--- src/sv/tcc_pkg.sv ---
// Shared types and constants for the text console engine.
// Used by tcc_ctrl, tcc_datapath and the text_console_cursor_scroll top level.
package tcc_pkg;

  localparam int CELL_COUNT = 2048;
  localparam int ADDR_W     = $clog2(CELL_COUNT);
  localparam int PTR_W      = ADDR_W + 1;
  // wide enough for rows*columns, cursor address and walk source address
  localparam int WIDE_W     = 15;

  localparam logic [7:0] MAX_COLS      = 8'd128;
  localparam logic [6:0] MAX_ROWS      = 7'd64;
  localparam logic [7:0] RESET_COLUMNS = 8'd80;
  localparam logic [6:0] RESET_ROWS    = 7'd25;
  localparam logic [7:0] RESET_ATTR    = 8'h0F;

  localparam logic [7:0] BLANK_CHAR = 8'h20;
  localparam logic [7:0] CHAR_LAST  = 8'h7F;
  localparam logic [7:0] CH_BS      = 8'h08;
  localparam logic [7:0] CH_TAB     = 8'h09;
  localparam logic [7:0] CH_LF      = 8'h0A;
  localparam logic [7:0] CH_CR      = 8'h0D;
  localparam logic [7:0] TAB_STEP   = 8'd8;
  localparam logic [7:0] TAB_MASK   = 8'(8 - 1);

  typedef enum logic [1:0] {
    OP_PUT   = 2'd0,
    OP_CLEAR = 2'd1,
    OP_READ  = 2'd2
  } op_t;

  typedef enum logic [1:0] {
    REG_COLUMNS = 2'd0,
    REG_ROWS    = 2'd1,
    REG_ATTR    = 2'd2
  } reg_idx_t;

  typedef enum logic [1:0] {
    WALK_BOOT,
    WALK_CLEAR,
    WALK_SCROLL
  } walk_mode_t;

  typedef enum logic [2:0] {
    ST_INIT,
    ST_BOOT,
    ST_IDLE,
    ST_PUT,
    ST_CLEAR,
    ST_READ,
    ST_WALK,
    ST_FIN
  } state_t;

  typedef struct packed {
    logic       accept;
    logic       put;
    logic       home;
    logic       read_issue;
    logic       walk_start;
    walk_mode_t walk_mode;
    logic       walk_step;
    logic       load_out;
  } dp_cmd_t;

  typedef struct packed {
    logic scroll_req;
    logic walk_done;
  } dp_status_t;

endpackage

--- src/sv/tcc_ctrl.sv ---
// Sequencer for the text console engine: item dispatch, cell store walks,
// result handoff. Depends on tcc_pkg.
module tcc_ctrl (
  input  logic                 clk,
  input  logic                 rst,
  input  logic                 in_valid,
  input  logic [1:0]           operation,
  input  logic                 out_stall,
  input  tcc_pkg::dp_status_t  status,
  output tcc_pkg::dp_cmd_t     cmd,
  output logic                 in_stall,
  output logic                 out_valid
);

  tcc_pkg::state_t state, state_next;
  logic            accept;
  logic            out_free;

  assign in_stall = (state != tcc_pkg::ST_IDLE);
  assign accept   = in_valid && (state == tcc_pkg::ST_IDLE);
  assign out_free = !out_valid || !out_stall;

  always_ff @(posedge clk) begin
    if (rst) begin
      state <= tcc_pkg::ST_INIT;
    end else begin
      state <= state_next;
    end
  end

  always_ff @(posedge clk) begin
    if (rst) begin
      out_valid <= 1'b0;
    end else if (state == tcc_pkg::ST_FIN && out_free) begin
      out_valid <= 1'b1;
    end else if (!out_stall) begin
      out_valid <= 1'b0;
    end
  end

  always_comb begin
    state_next = state;
    unique case (state)
      tcc_pkg::ST_INIT: state_next = tcc_pkg::ST_BOOT;
      tcc_pkg::ST_BOOT: begin
        if (status.walk_done) state_next = tcc_pkg::ST_IDLE;
      end
      tcc_pkg::ST_IDLE: begin
        if (accept) begin
          unique case (tcc_pkg::op_t'(operation))
            tcc_pkg::OP_PUT:   state_next = tcc_pkg::ST_PUT;
            tcc_pkg::OP_CLEAR: state_next = tcc_pkg::ST_CLEAR;
            tcc_pkg::OP_READ:  state_next = tcc_pkg::ST_READ;
            default:           state_next = tcc_pkg::ST_FIN;
          endcase
        end
      end
      tcc_pkg::ST_PUT: begin
        state_next = status.scroll_req ? tcc_pkg::ST_WALK : tcc_pkg::ST_FIN;
      end
      tcc_pkg::ST_CLEAR: state_next = tcc_pkg::ST_WALK;
      tcc_pkg::ST_READ:  state_next = tcc_pkg::ST_FIN;
      tcc_pkg::ST_WALK: begin
        if (status.walk_done) state_next = tcc_pkg::ST_FIN;
      end
      tcc_pkg::ST_FIN: begin
        if (out_free) state_next = tcc_pkg::ST_IDLE;
      end
      default: state_next = tcc_pkg::ST_INIT;
    endcase
  end

  always_comb begin
    cmd            = '0;
    cmd.walk_mode  = tcc_pkg::WALK_BOOT;
    cmd.accept     = accept;
    unique case (state)
      tcc_pkg::ST_INIT: begin
        cmd.walk_start = 1'b1;
        cmd.walk_mode  = tcc_pkg::WALK_BOOT;
      end
      tcc_pkg::ST_BOOT: cmd.walk_step = 1'b1;
      tcc_pkg::ST_IDLE: ;
      tcc_pkg::ST_PUT: begin
        cmd.put        = 1'b1;
        cmd.walk_start = status.scroll_req;
        cmd.walk_mode  = tcc_pkg::WALK_SCROLL;
      end
      tcc_pkg::ST_CLEAR: begin
        cmd.home       = 1'b1;
        cmd.walk_start = 1'b1;
        cmd.walk_mode  = tcc_pkg::WALK_CLEAR;
      end
      tcc_pkg::ST_READ: cmd.read_issue = 1'b1;
      tcc_pkg::ST_WALK: cmd.walk_step  = 1'b1;
      tcc_pkg::ST_FIN:  cmd.load_out   = out_free;
      default: ;
    endcase
  end

endmodule

--- config.mk ---
export PLATFORM = sky130hd
export DESIGN_NAME = tcc_ctrl
export DESIGN_NICKNAME = d
export VERILOG_FILES = /design/src/sv/tcc_pkg.sv /design/src/sv/tcc_ctrl.sv
export SDC_FILE = /design/constraint.sdc
export NUM_CORES = 1
export LEC_CHECK = 0
export BUFFER_PORTS_ARGS = -buffer_cell sky130_fd_sc_hd__buf_4
export CORE_AREA = 4 4 41 43
export CTS_CLUSTER_DIAMETER = 120
export CTS_CLUSTER_SIZE = 24
export DETAILED_ROUTE_END_ITERATION = 8
export DIE_AREA = 0 0 45 47
export SLEW_MARGIN = 20
export SYNTH_ARGS = -nofsm -noshare
export SYNTH_HDL_FRONTEND = slang
export SYNTH_SLANG_ARGS = --single-unit
--- constraint.sdc ---
create_clock -name clk -period 1.8 [get_ports clk]
set_clock_uncertainty 0.05 [all_clocks]
set_input_delay 0.18 -clock clk [delete_from_list [all_inputs] [get_ports clk]]
set_output_delay 0.18 -clock clk [all_outputs]
set_load 0.005 [all_outputs]
======== Yosys cells after proc, flatten, opt, wreduce, memory -nomap -nowiden ========
Cells that the tools add are included.
word-level totals
  flip-flop bits (word level) ............. 4
  latch bits .............................. 0
  RAM bits ................................ 0
  ROM bits ................................ 0
  logic and storage cells ................. 41
  memories ................................ 0
cells by class
  add/sub/neg operators ................... 0
  multipliers ............................. 0
  div/mod/pow operators ................... 0
  $lt $le $gt $ge ......................... 0
  equal/unequal tests ..................... 15
  shifts and indexed selects .............. 0
  mux-type cells .......................... 15
  bitwise operators ....................... 0
  reductions and logical operators ........ 9
operator list
  cell                                                 number
  one-hot mux 3 bit (8 select lines)                   1
  one-hot mux 3 bit (3 select lines)                   2
  equality test 3 bit, second input constant           4
  two-way mux 3 bit                                    4
  two-way mux 1 bit                                    8
  != test 2 bit, second input constant                 4
  equality test 3 x 2 -> 1 bit, second input constant  2
  AND reduction 4 bit                                  1
  equality test 3 x 1 -> 1 bit, second input constant  1
  zero test 3 bit                                      1
  != test 3 x 2 -> 1 bit, second input constant        1
  equality test 2 x 1 -> 1 bit, second input constant  1
  equality test 2 bit, second input constant           1
  logical AND 1 bit                                    2
  zero test 1 bit                                      2
  zero test 2 bit                                      1
  != test 2 x 1 -> 1 bit, second input constant        1
  OR reduction 2 bit                                   1
  logical OR 1 bit                                     1

======== Depth between registers and ports, before layout ========
Gate-level depths: netlist of the first run.
  depth in word-level cells ............... 4
  gate-level depth with buffers ........... 6
  depth with buffers taken out ............ 6

======== Worst setup path after synthesis of the first run ========
OpenSTA, ideal clock, no wires.
  path type ............................... register to output
  start ................................... register state[1]
  end ..................................... output cmd[8] (netlist name)
  arrival time ............................ 1136 ps
  required time ........................... 1570 ps
  path slack .............................. 434 ps
  stages on the path, launching flop included .. 5
  path buffers ............................ 2
  cells stage by stage .................... dfxtp_1 > buf_2 > or3b_1 > nor2_1 > buf_4
between the ends
  word-level cells in the longest chain between the ends .. 2
RTL lines
  element                       line            source
  start, declared               tcc_ctrl.sv:15  tcc_pkg::state_t state, state_next;
  start signal, assigned        tcc_ctrl.sv:25  state <= tcc_pkg::ST_INIT;
  start signal, assigned        tcc_ctrl.sv:27  state <= state_next;
  equality test 3 x 2 -> 1 bit  tcc_ctrl.sv:20  assign accept = in_valid && (state == tcc_pkg::ST_IDLE);
  logical AND 1 bit             tcc_ctrl.sv:20
  end, declared                 tcc_ctrl.sv:10  output tcc_pkg::dp_cmd_t cmd,
Every way passes these cells.

==> impl_metrics.env, run 1 <==
export IMPL_setup_violations=0
export IMPL_grt_overflow=0
export IMPL_outcome="finished clean"
export IMPL_antenna_found_initial=0
export IMPL_drtPass1Iterations=4
export IMPL_synth_compound_area_share_pct=22.6
export IMPL_start_kind="flop"
export IMPL_syn_instance_count=47
export IMPL_cts_tree="done"
export IMPL_p_leak_nw=0.248
export IMPL_die_area_um2=2120
export IMPL_finalSetupTns_ns=0
export IMPL_die_h_um=47
export IMPL_synth_fp_nets=57
export IMPL_cts_root_buf="clkbuf_4"
export IMPL_seqCellArea_um2=80.1
export IMPL_hold_viol=0
export IMPL_start_util_pct=27.6
export IMPL_gp_congestion=0.758
export IMPL_cts_sinks=4
export IMPL_cp_required_ns=1.57
export IMPL_min_period_over_period_pct=91.0
export IMPL_layout_commonest_cell="buf_4"
export IMPL_fp_dieW_um=45
export IMPL_ys_seq_area_share_pct=22.3
export IMPL_htree_levels=1
export IMPL_dp_hpwl_um=640
export IMPL_drtAntennaViolNets=0
export IMPL_relSlewSlack_pct=72.7
export IMPL_hold_path_class="input port to flop"
export IMPL_grt_max_degree=17
export IMPL_ys_ff_latch=4
export IMPL_syn_to_final_growth_pct=43.2
export IMPL_drive_above_1_share_pct=35.9
export IMPL_clockBufferDepth=2
export IMPL_diodes=0
export IMPL_synth_top_family_by_area="simple AND/OR/NAND/NOR gates"
export IMPL_yosys_warnings=0
export IMPL_dr_total_vias=374
export IMPL_worstSkewPairLatency_ns=0.23
export IMPL_final_cell_mix="buf_4, a21oi_1, nor2_1, dfxtp_1"
export IMPL_tightestPinTransition_ns=0.410
export IMPL_crit_arrival_ns=1.41
export IMPL_path_clk_slew_ns=0.04
export IMPL_viasPerCell=4.73
export IMPL_power_density_nw_per_um2=1240
export IMPL_critical_path_max_fanout=16
export IMPL_routed_wl_um=807
export IMPL_synthMuxAreaShare_pct=2.79
export IMPL_ff2ff_setup_slack_ns=0.26
export IMPL_io_pins=19
export IMPL_drc=0
export IMPL_grtUsageTotal_pct=8.62
export IMPL_cts_hold_buf=0
export IMPL_dp_cells=76
export IMPL_post_drt_wl_per_cell_um=10.2
export IMPL_coreArea_um2=1300
export IMPL_syn_avg_cell_area_um2=7.64
export IMPL_fin_nets=76
export IMPL_drt_iter0_markers=8
export IMPL_synthSimpleGateAreaFrac_pct=34.1
export IMPL_drv_slew=0
export IMPL_end_kind="primary output"
export IMPL_ys_types=25
export IMPL_synth_adder_area_share_pct=6.97
export IMPL_port_buffers=18
export IMPL_cts_resized=0
export IMPL_ir_worst_vdd_uv=655
export IMPL_cts_made_buffers=3
export IMPL_final_cells=79
export IMPL_grt_pass1_wl_mm=1.36
export IMPL_final_core_util_pct=39.5
export IMPL_synth_xor_area_share_pct=0
export IMPL_grt_pass1_vias=324
export IMPL_path_class="flop to primary output"
export IMPL_fmax_mhz=611
export IMPL_rsz0062_at_grt="no"
export IMPL_rows=13
export IMPL_cts_setup_buffers=0
export IMPL_fin_crit_ns=1.64
export IMPL_timing_hold_ws_ns=0.111
export IMPL_n_fill_cell=145
export IMPL_multi_input_area_um2=239
export IMPL_syn_cell_area_um2=359
export IMPL_drv_cap=0
layer usage:
layer,vias to the layer above,GRT usage (%),part of all wire (%),wire (µm)
li1,202,-,-,-
met1,161,11.4,48,389
met2,11,12.4,42,340
met3,0,4.60,9.5,77
met4,0,1.75,0,0
met5,-,0,0,0
sequential cells by signal (all words and copies together), names as in the netlist:
name	flops
out_valid	1
state	3
metrics by stage:
| step | total power [mW] | setup WS, ns | cell area, µm² |
|---|---|---|---|
| after floorplan | 0.397 | 0.434 | 359 |
| after global placement | 0.535 | 0.294 | 492 |
| after detailed placement | 0.535 | 0.255 | 492 |
| after CTS | 0.650 | 0.148 | 514 |
| after global routing | 0.708 | 0.0220 | 514 |
| final | 0.638 | 0.162 | 514 |
report_power, final:
part           internal [mW]  switching, mW  leakage, nW
Combinational          0.202          0.133        0.201
Sequential             0.119         0.0762       0.0330
Clock                 0.0744         0.0340       0.0138
cell families after synthesis:
family | Yosys count
AOI/OAI and AO/OA | 12
adders and majority gates | 2
buffers and inverters | 8
DFF | 4
muxes | 1
and+or+nand+nor | 20
synthesized netlist by cell type:
cell type,n,area share (%)
o2bb2ai_1,1,2.4
nand4b_1,1,2.4
o21ai_0,1,1.4
dfxtp_1,4,22
buf_4,2,4.2
nor3_1,1,1.4
clkbuf_1,1,1.0
o32ai_1,1,2.4
a311o_1,1,2.8
nor2_1,4,4.2
inv_1,3,3.1
buf_2,2,2.8
a21oi_1,5,7.0
nand2b_1,3,5.2
nand2_1,3,3.1
nor3b_1,1,2.1
or3b_1,3,7.3
nand3b_1,1,2.1
and3b_1,2,4.9
nand3_1,1,1.4
a211oi_1,1,2.1
a21oi_2,1,2.4
mux2i_1,1,2.8
o21bai_1,1,2.1
ha_1,2,7.0
critical path, stage by stage, from the launching register on:
cell and delay, ns:
dfxtp_1 0.56, or3b_1 0.41, nor2_1 0.09, buf_4 0.11
worst paths after layout:
check | from | to | cells past startpoint
worst min-delay path | rst | out_valid | 2
worst max register to register | state[1] | state[0] | 3
worst min register to register | out_valid | out_valid | 2
worst max-delay path | state[1] | cmd[8] | 3
final cells by class:
class                   count  area share, %
clock buffers               3           4.38
inverters                   3           2.19
multi-input cells          35           46.5
flip-flops and latches      4           15.6
well taps                  15           3.65
repair buffers             19           27.7
No activity file was read; power rests on OpenSTA's default activity.
==> run 2, diff against run 1 <==
--- a/config.mk
+++ b/config.mk
@@ -7,6 +7,7 @@
 export LEC_CHECK = 0
 export BUFFER_PORTS_ARGS = -buffer_cell sky130_fd_sc_hd__buf_4
 export CORE_AREA = 4 4 41 43
+export CTS_BUF_LIST = sky130_fd_sc_hd__clkbuf_16
 export CTS_CLUSTER_DIAMETER = 120
 export CTS_CLUSTER_SIZE = 24
 export DETAILED_ROUTE_END_ITERATION = 8
==> run 2 against run 1 <==
Against the previous run: design area grew 10%; clock power rose to 3.2 times the previous value; sequential share of layout area fell by 1.4 points; utilization is 4.0 points higher; sequential cell count did not move; global-route usage is 0.63 points higher; routed wire length rose by 3.5%; first-iteration DRC count grew 13%; power rose by 37%; non-clock buffer count is the same; count of clock-buffer cells in the layout is the same.
==> impl_metrics.env, run 2 (synthesis results as in run 1) <==
export IMPL_crit_arrival_ns=1.40
export IMPL_outcome="finished clean"
export IMPL_crit_path_cell_trace="or3b_1, nor2_1, buf_4"
export IMPL_power_density_nw_per_um2=1540
export IMPL_cts_setup_buffers=0
export IMPL_cts_sinks=4
export IMPL_clockBufferDepth=2
export IMPL_drtAntennaViolNets=0
export IMPL_worstSkewPairLatency_ns=0.22
export IMPL_post_place_ws_ns=0.255
export IMPL_cts_root_buf="clkbuf_16"
export IMPL_port_buffers=18
export IMPL_routed_wl_um=835
export IMPL_fmax_mhz=612
export IMPL_path_class="flop to primary output"
export IMPL_start_util_pct=27.6
export IMPL_cts_tree="done"
export IMPL_gp_congestion=0.758
export IMPL_p_clk_share_pct=39.4
export IMPL_rsz0062_at_grt="no"
export IMPL_drt_iter0_markers=9
export IMPL_power_frac_comb_pct=38.3
export IMPL_drv_cap=0
export IMPL_finalSetupTns_ns=0
export IMPL_rows=13
export IMPL_coreArea_um2=1300
export IMPL_antenna_found_initial=0
export IMPL_grt_overflow=0
export IMPL_die_h_um=47
export IMPL_cpPeakStageDelay_ns=0.56
export IMPL_end_kind="primary output"
export IMPL_relSlewSlack_pct=72.4
export IMPL_htree_levels=1
export IMPL_grt_max_degree=17
export IMPL_cts_resized=0
export IMPL_io_pins=19
export IMPL_drive_above_1_share_pct=35.9
export IMPL_diodes=0
export IMPL_final_cell_mix="buf_4, a21oi_1, nor2_1, dfxtp_1"
export IMPL_tightestPinTransition_ns=0.413
export IMPL_syn_to_final_growth_pct=57.8
export IMPL_fin_crit_ns=1.63
export IMPL_grt_pass1_wl_mm=1.39
export IMPL_switching_power_uw=270
export IMPL_largest_reg_flops=3
export IMPL_registers_top_by_ff_count="state"
export IMPL_hold_path_class="input port to flop"
export IMPL_cpMaxStageDelayCell="dfxtp_1"
export IMPL_drv_slew=0
export IMPL_p_int_uw=605
export IMPL_hold_viol=0
export IMPL_dr_total_vias=376
export IMPL_reg_top3="state: 3 flops, out_valid: 1 flops"
export IMPL_setup_ws_ns=0.166
export IMPL_netSwitchingFraction_pct=30.8
export IMPL_path_clk_slew_ns=0.03
export IMPL_critical_path_max_fanout=16
export IMPL_cp_required_ns=1.57
export IMPL_p_leak_nw=0.271
export IMPL_grt_pass1_vias=325
export IMPL_cts_hold_buf=0
export IMPL_start_kind="flop"
export IMPL_viasPerCell=4.76
export IMPL_min_period_over_period_pct=90.8
export IMPL_seqPwrFrac_pct=22.2
export IMPL_fin_nets=76
export IMPL_dp_hpwl_um=640
export IMPL_fp_dieW_um=45
export IMPL_grtUsageTotal_pct=9.25
export IMPL_cts_made_buffers=3
export IMPL_n_fill_cell=141
export IMPL_die_area_um2=2120
export IMPL_drc=0
export IMPL_setup_violations=0
export IMPL_layout_commonest_cell="buf_4"
export IMPL_ir_worst_vdd_uv=1170
export IMPL_post_drt_wl_per_cell_um=10.6
export IMPL_drtPass1Iterations=4
## run 2: cell types whose count changed in the layout (fill, tap and decap cells not counted)
cell	previous run	this run
clkbuf_4	3	0
clkbuf_16	0	3
## run 2: power groups by stage
stage          registers (mW)  clock network (mW)  logic, mW
2_1_floorplan           0.147                   0      0.250
3_3_place_gp            0.195                   0      0.339
3_5_place_dp            0.195                   0      0.340
4_1_cts                 0.195               0.348      0.342
5_1_grt                 0.211               0.360      0.374
6_report                0.195               0.345      0.335
## run 2: final cells by class
type	count	area, µm²	share of cell area, %
clock buffers	3	75.1	13.2
inverters	3	11.3	1.99
multi-input cells	35	239	42.2
flip-flops and latches	4	80.1	14.1
well taps	15	18.8	3.31
repair buffers	19	143	25.2
## run 2: critical path, delay by kind of cell (launching register included)
family	cells	cell delay (ns)
buffers and inverters	1	0.11
DFF	1	0.56
and+or+nand+nor	2	0.50
## run 2: worst paths after layout
path,startpoint,endpoint,slack [ns],cells past startpoint
max reg2reg,state[1],state[0],0.25,3
max,state[1],cmd[8],0.17,3
min reg2reg,out_valid,out_valid,0.46,2
min,rst,out_valid,0.11,2
## run 2: per-layer routing
metal | GRT usage [%] | vias up | wire [µm]
met3 | 4.60 | 2 | 91
met2 | 12.7 | 14 | 346
met1 | 11.6 | 159 | 389
met5 | 0 | - | 0
li1 | - | 201 | -
met4 | 5.26 | 0 | 8
## run 2: per-stage QoR
stage          instance area [µm²]  hold slack [ns]  cells  total power [mW]  util (%)
2_1_floorplan                  359            0.199     47             0.397         -
3_3_place_gp                   492            0.341     76             0.535      37.8
3_5_place_dp                   492            0.336     76             0.535      37.8
4_1_cts                        567            0.109     79             0.884      43.6
5_1_grt                        567            0.115     79             0.944      43.6
6_report                       567            0.113     79             0.874      43.6
==> run 3, diff against run 2 <==
==> constraint.sdc (replaced) <==
create_clock -name clk -period 1.8 [get_ports clk]
set_clock_uncertainty 0.05 [all_clocks]
set_input_delay 0.36 -clock clk [delete_from_list [all_inputs] [get_ports clk]]
set_output_delay 0.36 -clock clk [all_outputs]
set_load 0.005 [all_outputs]
==> run 3 against run 2 <==
Against the previous run: first-iteration DRC count fell by 67%; power is 2.1% higher; utilization increased by 0.58 points; critical endpoint is now cmd[1]; sequential power down 9.7%; design area up 1.3%; worst hold slack better by 0.18 ns; largest cell class unchanged.
==> impl_metrics.env, run 3 (synthesis results as in run 1) <==
export IMPL_reg2reg_to="state[0]"
export IMPL_finalSetupTns_ns=0
export IMPL_ir_worst_vdd_uv=718
export IMPL_hold_viol=0
export IMPL_cts_resized=0
export IMPL_antenna_found_initial=0
export IMPL_r2r_start="state[2]"
export IMPL_tightestPinTransition_ns=0.392
export IMPL_cts_tree="done"
export IMPL_post_drt_wl_per_cell_um=11.2
export IMPL_rsz0062_at_grt="no"
export IMPL_relSlewSlack_pct=73.9
export IMPL_grt_pass1_vias=341
export IMPL_grtUsageTotal_pct=10.1
export IMPL_cpMaxStageDelayCell="or3b_1"
export IMPL_crit_path_cell_trace="or3b_1, nand2_1, buf_4"
export IMPL_layout_commonest_cell="buf_4"
export IMPL_clockBufferDepth=2
export IMPL_path_clk_slew_ns=0.03
export IMPL_setup_ws_ns=0.105
export IMPL_drv_slew=0
export IMPL_die_area_um2=2120
export IMPL_drc=0
export IMPL_htree_levels=1
export IMPL_start_kind="flop"
export IMPL_viasPerCell=4.85
export IMPL_min_period_over_period_pct=94.2
export IMPL_registers_top_by_ff_count="state"
export IMPL_gp_congestion=0.756
export IMPL_fin_nets=77
export IMPL_drtAntennaViolNets=0
export IMPL_cts_root_buf="clkbuf_16"
export IMPL_hold_path_class="input port to flop"
export IMPL_cts_sinks=4
export IMPL_fmax_mhz=590
export IMPL_outcome="finished clean"
export IMPL_dp_cells=77
export IMPL_reg_top3="state: 3 flops, out_valid: 1 flops"
export IMPL_worstSkewPairLatency_ns=0.22
export IMPL_worstHoldStart="rst"
export IMPL_cp_required_ns=1.39
export IMPL_min_path_cells=2
export IMPL_die_h_um=47
export IMPL_cts_made_buffers=3
export IMPL_largest_reg_flops=3
export IMPL_post_place_ws_ns=0.342
export IMPL_power_density_nw_per_um2=1550
export IMPL_end_kind="primary output"
export IMPL_start_util_pct=27.6
export IMPL_coreArea_um2=1300
export IMPL_dp_hpwl_um=683
export IMPL_grt_overflow=0
export IMPL_cpLargestDelayFamily="simple AND/OR/NAND/NOR gates"
export IMPL_grt_max_degree=15
export IMPL_io_pins=19
export IMPL_dr_total_vias=388
export IMPL_fin_crit_ns=1.69
export IMPL_r2r_cells=3
export IMPL_port_buffers=18
export IMPL_grt_pass1_wl_mm=1.45
export IMPL_final_cells=80
export IMPL_p_total_uw=892
export IMPL_setup_violations=0
export IMPL_routed_wl_um=899
export IMPL_crit_arrival_ns=1.28
export IMPL_cts_setup_buffers=0
export IMPL_worstHoldEndpoint="out_valid"
export IMPL_drt_iter0_markers=3
export IMPL_cts_hold_buf=0
export IMPL_drtPass1Iterations=4
export IMPL_fp_dieW_um=45
export IMPL_cpPeakStageDelay_ns=0.45
export IMPL_rows=13
export IMPL_syn_to_final_growth_pct=59.9
export IMPL_critical_path_max_fanout=14
export IMPL_ff2ff_setup_slack_ns=0.38
export IMPL_critPathBufInv=1
export IMPL_final_cell_mix="buf_4, a21oi_1, nor2_1, dfxtp_1"
export IMPL_diodes=0
export IMPL_drive_above_1_share_pct=36.9
export IMPL_path_class="flop to primary output"
export IMPL_drv_cap=0
export IMPL_p_leak_nw=0.276
## run 3: changes by cell type in the layout (fill, tap and decap cells not counted), sizes merged
cell,change
buf,+1
## run 3: worst max path at each step
stage / from / to / slack [ns] / depth (start not counted)
finish: state[2] / cmd[1] / 0.11 / 3
global route: state[2] / cmd[0] / 0.03 / 3
CTS: state[2] / cmd[1] / 0.1 / 3
detailed placement: state[2] / cmd[1] / 0.34 / 3
global placement: state[2] / cmd[1] / 0.35 / 3
floorplan: state[1] / cmd[8] / 0.25 / 4
## run 3: layout make-up
type	count	area, µm²
Timing Repair Buffer	20	150
Tap cell	15	18.8
Fill cell	150	727
Clock buffer	3	75.1
Multi-Input combinational cell	35	239
Sequential cell	4	80.1
Inverter	3	11.3
## run 3: layer usage
layer,track usage (%),wire length (µm)
met4,7.02,8
met2,13.3,380
met3,5.75,93
met1,12.3,415
met5,0,0
## run 3: report_power, final
group          internal, mW  switching [mW]  total [mW]
sequential            0.119          0.0570       0.176
combinational         0.216           0.159       0.375
clock                 0.283          0.0584       0.342
total                 0.618           0.274       0.892
## run 3: metrics by stage
stage	cell area, µm²	hold WS, ns	utilization, %
2_1_floorplan	359	0.379	-
3_3_place_gp	499	0.456	38.4
3_5_place_dp	499	0.454	38.4
4_1_cts	574	0.292	44.1
5_1_grt	574	0.302	44.1
6_report	574	0.292	44.1
